## config.mk

```make
export PLATFORM = sky130hd
export DESIGN_NAME = ibrl_fifo
export DESIGN_NICKNAME = d
export VERILOG_FILES = /design/src/hdl/ibrl_pkg.sv /design/src/hdl/ibrl_fifo.sv
export SDC_FILE = /design/constraint.sdc
export NUM_CORES = 1
export LEC_CHECK = 0
export BUFFER_PORTS_ARGS = -buffer_cell sky130_fd_sc_hd__buf_2
export CORE_MARGIN = 2
export CORE_UTILIZATION = 60
export CTS_BUF_LIST = sky130_fd_sc_hd__clkbuf_4
export CTS_CLUSTER_SIZE = 20
export DETAILED_ROUTE_END_ITERATION = 8
export GPL_TIMING_DRIVEN = 0
export PLACE_DENSITY = 0.83
export SLEW_MARGIN = 30
export SYNTH_ARGS = -nofsm -noshare
export SYNTH_HDL_FRONTEND = slang
export SYNTH_SLANG_ARGS = --single-unit
export TNS_END_PERCENT = 10
```

## constraint.sdc

```tcl
create_clock -name clk_i -period 13.73 [get_ports clk_i]
set_input_delay 1.373 -clock clk_i [delete_from_list [all_inputs] [get_ports clk_i]]
set_output_delay 1.373 -clock clk_i [all_outputs]
set_load 0.05 [all_outputs]
```

## src/hdl/ibrl_pkg.sv

```systemverilog
// ----------------------------------------------------------------------------
// ibrl_pkg
// Shared types and constants of the IPv6 binary range lookup core.
// ----------------------------------------------------------------------------
package ibrl_pkg;

  localparam int ADDR_W      = 128;
  localparam int HALF_W      = 64;
  localparam int SLOT_W      = 10;
  localparam int CNT_W       = 11;
  localparam int PLEN_W      = 8;
  localparam int TABLE_DEPTH = 1024;
  localparam int FIFO_DEPTH  = 4;
  localparam int FIFO_PTR_W  = 2;
  localparam int FIFO_CNT_W  = FIFO_PTR_W + 1;

  localparam logic [CNT_W-1:0]  TABLE_DEPTH_C = CNT_W'(TABLE_DEPTH);
  localparam logic [PLEN_W-1:0] PLEN_MAX      = 8'd128;

  typedef enum logic {
    OP_LOAD   = 1'b0,
    OP_LOOKUP = 1'b1
  } ibrl_op_e;

  // Input word as seen on the port
  typedef struct packed {
    ibrl_op_e             opcode;
    logic [SLOT_W-1:0]    slot_index;
    logic [HALF_W-1:0]    address_hi;
    logic [HALF_W-1:0]    address_lo;
    logic [PLEN_W-1:0]    prefix_length;
  } ibrl_in_t;

  // Result word
  typedef struct packed {
    logic              hit;
    logic [SLOT_W-1:0] match_slot;
  } ibrl_out_t;

  // Classified command between front and back; key is the lower bound
  // for a load and the search address for a lookup
  typedef struct packed {
    ibrl_op_e          op;
    logic [SLOT_W-1:0] slot;
    logic [ADDR_W-1:0] key;
    logic [ADDR_W-1:0] upper;
  } ibrl_cmd_t;

  // Queue status toward front and back
  typedef struct packed {
    logic                  full;
    logic                  empty;
    logic [FIFO_CNT_W-1:0] count;
  } ibrl_q_status_t;

endpackage

```

## src/hdl/ibrl_fifo.sv

```systemverilog
// ----------------------------------------------------------------------------
// ibrl_fifo
// Short command queue that decouples the front from the search engine.
// ----------------------------------------------------------------------------
module ibrl_fifo import ibrl_pkg::*; (
  input  logic           clk_i,
  input  logic           rst_ni,
  input  logic           push_i,
  input  ibrl_cmd_t      push_cmd_i,
  input  logic           pop_i,
  output ibrl_cmd_t      head_o,
  output ibrl_q_status_t status_o
);

  ibrl_cmd_t             entries_q [FIFO_DEPTH];
  logic [FIFO_PTR_W-1:0] wr_ptr_q, wr_ptr_d;
  logic [FIFO_PTR_W-1:0] rd_ptr_q, rd_ptr_d;
  logic [FIFO_CNT_W-1:0] count_q, count_d;

  // Advance pointers and count
  always_comb begin
    wr_ptr_d = push_i ? wr_ptr_q + FIFO_PTR_W'(1) : wr_ptr_q;
    rd_ptr_d = pop_i  ? rd_ptr_q + FIFO_PTR_W'(1) : rd_ptr_q;
    count_d  = count_q + FIFO_CNT_W'(push_i) - FIFO_CNT_W'(pop_i);
  end

  always_ff @(posedge clk_i or negedge rst_ni) begin
    if (!rst_ni) begin
      wr_ptr_q <= '0;
      rd_ptr_q <= '0;
      count_q  <= '0;
    end else begin
      wr_ptr_q <= wr_ptr_d;
      rd_ptr_q <= rd_ptr_d;
      count_q  <= count_d;
    end
  end

  // Store pushed words
  always_ff @(posedge clk_i) begin
    if (push_i) begin
      entries_q[wr_ptr_q] <= push_cmd_i;
    end
  end

  assign head_o          = entries_q[rd_ptr_q];
  assign status_o.full   = (count_q == FIFO_CNT_W'(FIFO_DEPTH));
  assign status_o.empty  = (count_q == '0);
  assign status_o.count  = count_q;

endmodule

```

==> results.json <==
{
  "post_drt_wl_per_cell_um": 25.4,
  "post_cts_buffers": 0,
  "drc": 0,
  "worstMarginPinSlew_ns": 0.791,
  "vias": 19000,
  "path_class": "flip-flop to output port",
  "areaGrowthSynthToFinish_pct": 19.7,
  "ir_drop_v": 0.000167,
  "antenna_found_initial": 37,
  "globalplace.congestion": 0.795,
  "wl_met2_mm": 44.0,
  "dp.final_hpwl_mm": 55.6,
  "drive_gt1_share_pct": 52.8,
  "cts_buffer_depth": 4,
  "wl_met1_mm": 28.9,
  "track_usage_pct": 25.5,
  "fmax_mhz": 214,
  "overflow": 0,
  "dr_wl_met3_mm": 7.61,
  "synth.distinct_cells": 16,
  "vias_per_cell": 5.73,
  "die-area_um2": 66900,
  "report.final.slew_viol_count": 0,
  "total_power_w": 0.0117,
  "p_int_w": 0.00699,
  "final_util_pct": 72.4,
  "p_sw_share_pct": 40.0,
  "p_switching_w": 0.00466,
  "whs_ns": 0.178,
  "cts.sinks": 1075,
  "rows": 93,
  "relSlewSlack_pct": 47.3,
  "place.port_buffers": 542,
  "nets": 2557,
  "syn-cell-area_um2": 38900,
  "cp_slowest_cell": "clkbuf_1",
  "cp.arrival_ns": 3.30,
  "cp_cell_sequence": "buf_2, clkbuf_1, buf_2, mux4_2, buf_2",
  "syn_avg_cell_area_um2": 27.2,
  "synth-seq-cells": 1075,
  "numCtsBuffers": 278,
  "fin_crit_sh_pct": 34.1,
  "cts_resized": 0,
  "layout_commonest_cell": "edfxtp_1",
  "top_layer": "met5",
  "reg2reg_from": "wr_ptr_q[0]",
  "cts-root-buf": "clkbuf_4",
  "syn_nets": 1707,
  "worst_setup_path_start_kind": "flip-flop",
  "leakagePower_nw": 16.3,
  "die_h_um": 259,
  "drt_pass1_iterations": 5,
  "p_clk_share_pct": 21.4,
  "grt_pass1_vias": 20700,
  "holdBufCountCts": 0,
  "cts-htree-levels": 5,
  "clk_latency_ns": 1.07,
  "wl_mm": 84.3,
  "synth-warning-count": 0,
  "finalSetupTns_ns": 0,
  "ys_seq_area_share_pct": 82.9,
  "end_kind": "output port",
  "min_period_ns": 4.68,
  "final_antenna_net_count": 0,
  "p_seq_share_pct": 37.9,
  "synthCells": 1429,
  "multi_input_area_um2": 6210,
  "die_w_um": 259,
  "combinationalPowerShare_pct": 40.7,
  "hold_viol_final": 0,
  "cp.required_ns": 12.36,
  "grt_max_degree": 42,
  "grt_pass1_wl_mm": 124,
  "powerDensity_nw_per_um2": 250,
  "num-fill-cells": 3476,
  "slowest_delay_ns": 0.63,
  "finalSetupViolations": 0,
  "cp_common_cell": "buf_2",
  "path_max_fanout": 10,
  "core_area_um2": 64300,
  "status": "finished clean",
  "skew_ns": 0.0812,
  "drtIter0Drc": 1562,
  "cts.clk_slew.worst_paths_ns": 0.06,
  "regArea_um2": 32200,
  "cts_tree": "done",
  "hold_class": "input port to async pin",
  "cap_viol_max_count": 0,
  "num_io_pins": 543,
  "crit_start": "rd_ptr_q[1]",
  "rsz0062_at_grt": "false",
  "layout_common_cells": "edfxtp_1 (1068), buf_2 (571), clkbuf_4 (375)",
  "start_util_pct": 60.5
}
final cells by class:
class                           count  area share, %
Buffer                             60          0.964
Clock inverter                     63          0.709
Inverter                            6         0.0483
Antenna cell                       29          0.156
Sequential cell                  1075           69.2
Tap cell                          855           2.30
Timing Repair Buffer              570           7.24
Multi-Input combinational cell    288           13.3
Clock buffer                      375           6.04
kinds of logic (layout without fill, tap and decap cells):
| kind of cell | Yosys count | in the layout | synth area share (%) |
|---|---|---|---|
| simple gates | 8 | 8 | 0.113 |
| other cells | 0 | 29 | 0 |
| buf+inv | 66 | 1074 | 1.21 |
| mux | 267 | 267 | 15.5 |
| compound gates | 1 | 1 | 0.0128 |
| xor+xnor | 5 | 5 | 0.113 |
| fa+ha+maj | 7 | 7 | 0.244 |
| flops | 1075 | 1075 | 82.9 |
power by group through the flow:
stage	Clock, W	Combinational (W)	Sequential [W]
after floorplan	0	0.00352	0.00463
after global placement	0	0.00459	0.00478
after detailed placement	0	0.00477	0.00449
after CTS	0.00255	0.00479	0.00442
after global routing	0.00271	0.00493	0.00445
final	0.00249	0.00475	0.00442
registers in the layout, summed over array words and instances, names as in the netlist:
signal	count
count_q	3
entries_q	1068
rd_ptr_q	2
wr_ptr_q	2
cells in the mapped netlist:
cell type     n  area (µm²)
o21ai_0       1        5.00
and2_1        4        25.0
mux4_2      267        6010
dfrtp_1       7         175
nand2_1       2        7.51
fa_1          1        20.0
xnor2_1       3        26.3
nor3_1        1        5.00
and3_1        1        6.26
ha_1          6        75.1
edfxtp_1   1068       32100
buf_2        29         145
xor2_1        2        17.5
inv_1         6        22.5
clkbuf_1      6        22.5
buf_6        25         282
per-layer routing:
metal / global-route usage (%) / vias up
met5: 0 / -
met4: 13.5 / 28
met3: 9.57 / 234
met2: 41.9 / 890
met1: 29.5 / 9740
li1: - / 8133
worst max-delay path: cells and delay by family, from the launching register on:
family	cells	cell delay, ns
muxes	1	0.38
buffers and inverters	4	1.55
DFF	1	0.33
final timing paths:
path,endpoint,slack (ns),cells after the start
min reg2reg,wr_ptr_q[0],0.57,1
max,head_o[75],9.05,5
min,count_q[0],0.18,1
max reg2reg,entries_q[3][107],11.10,6
max in group asynchronous,wr_ptr_q[0],13.33,1
min in group clk_i,entries_q[0][265],0.52,1
metrics by stage:
step | worst slack [ns] | cells | instance area [µm²]
2_1_floorplan | 5.67 | 1429 | 38900
3_3_place_gp | 0.898 | 2826 | 42700
3_5_place_dp | 10.05 | 2854 | 43400
4_1_cts | 8.84 | 3292 | 46500
5_1_grt | 8.82 | 3313 | 46600
6_report | 9.05 | 3321 | 46600
Power figures use the tool's default switching activity.
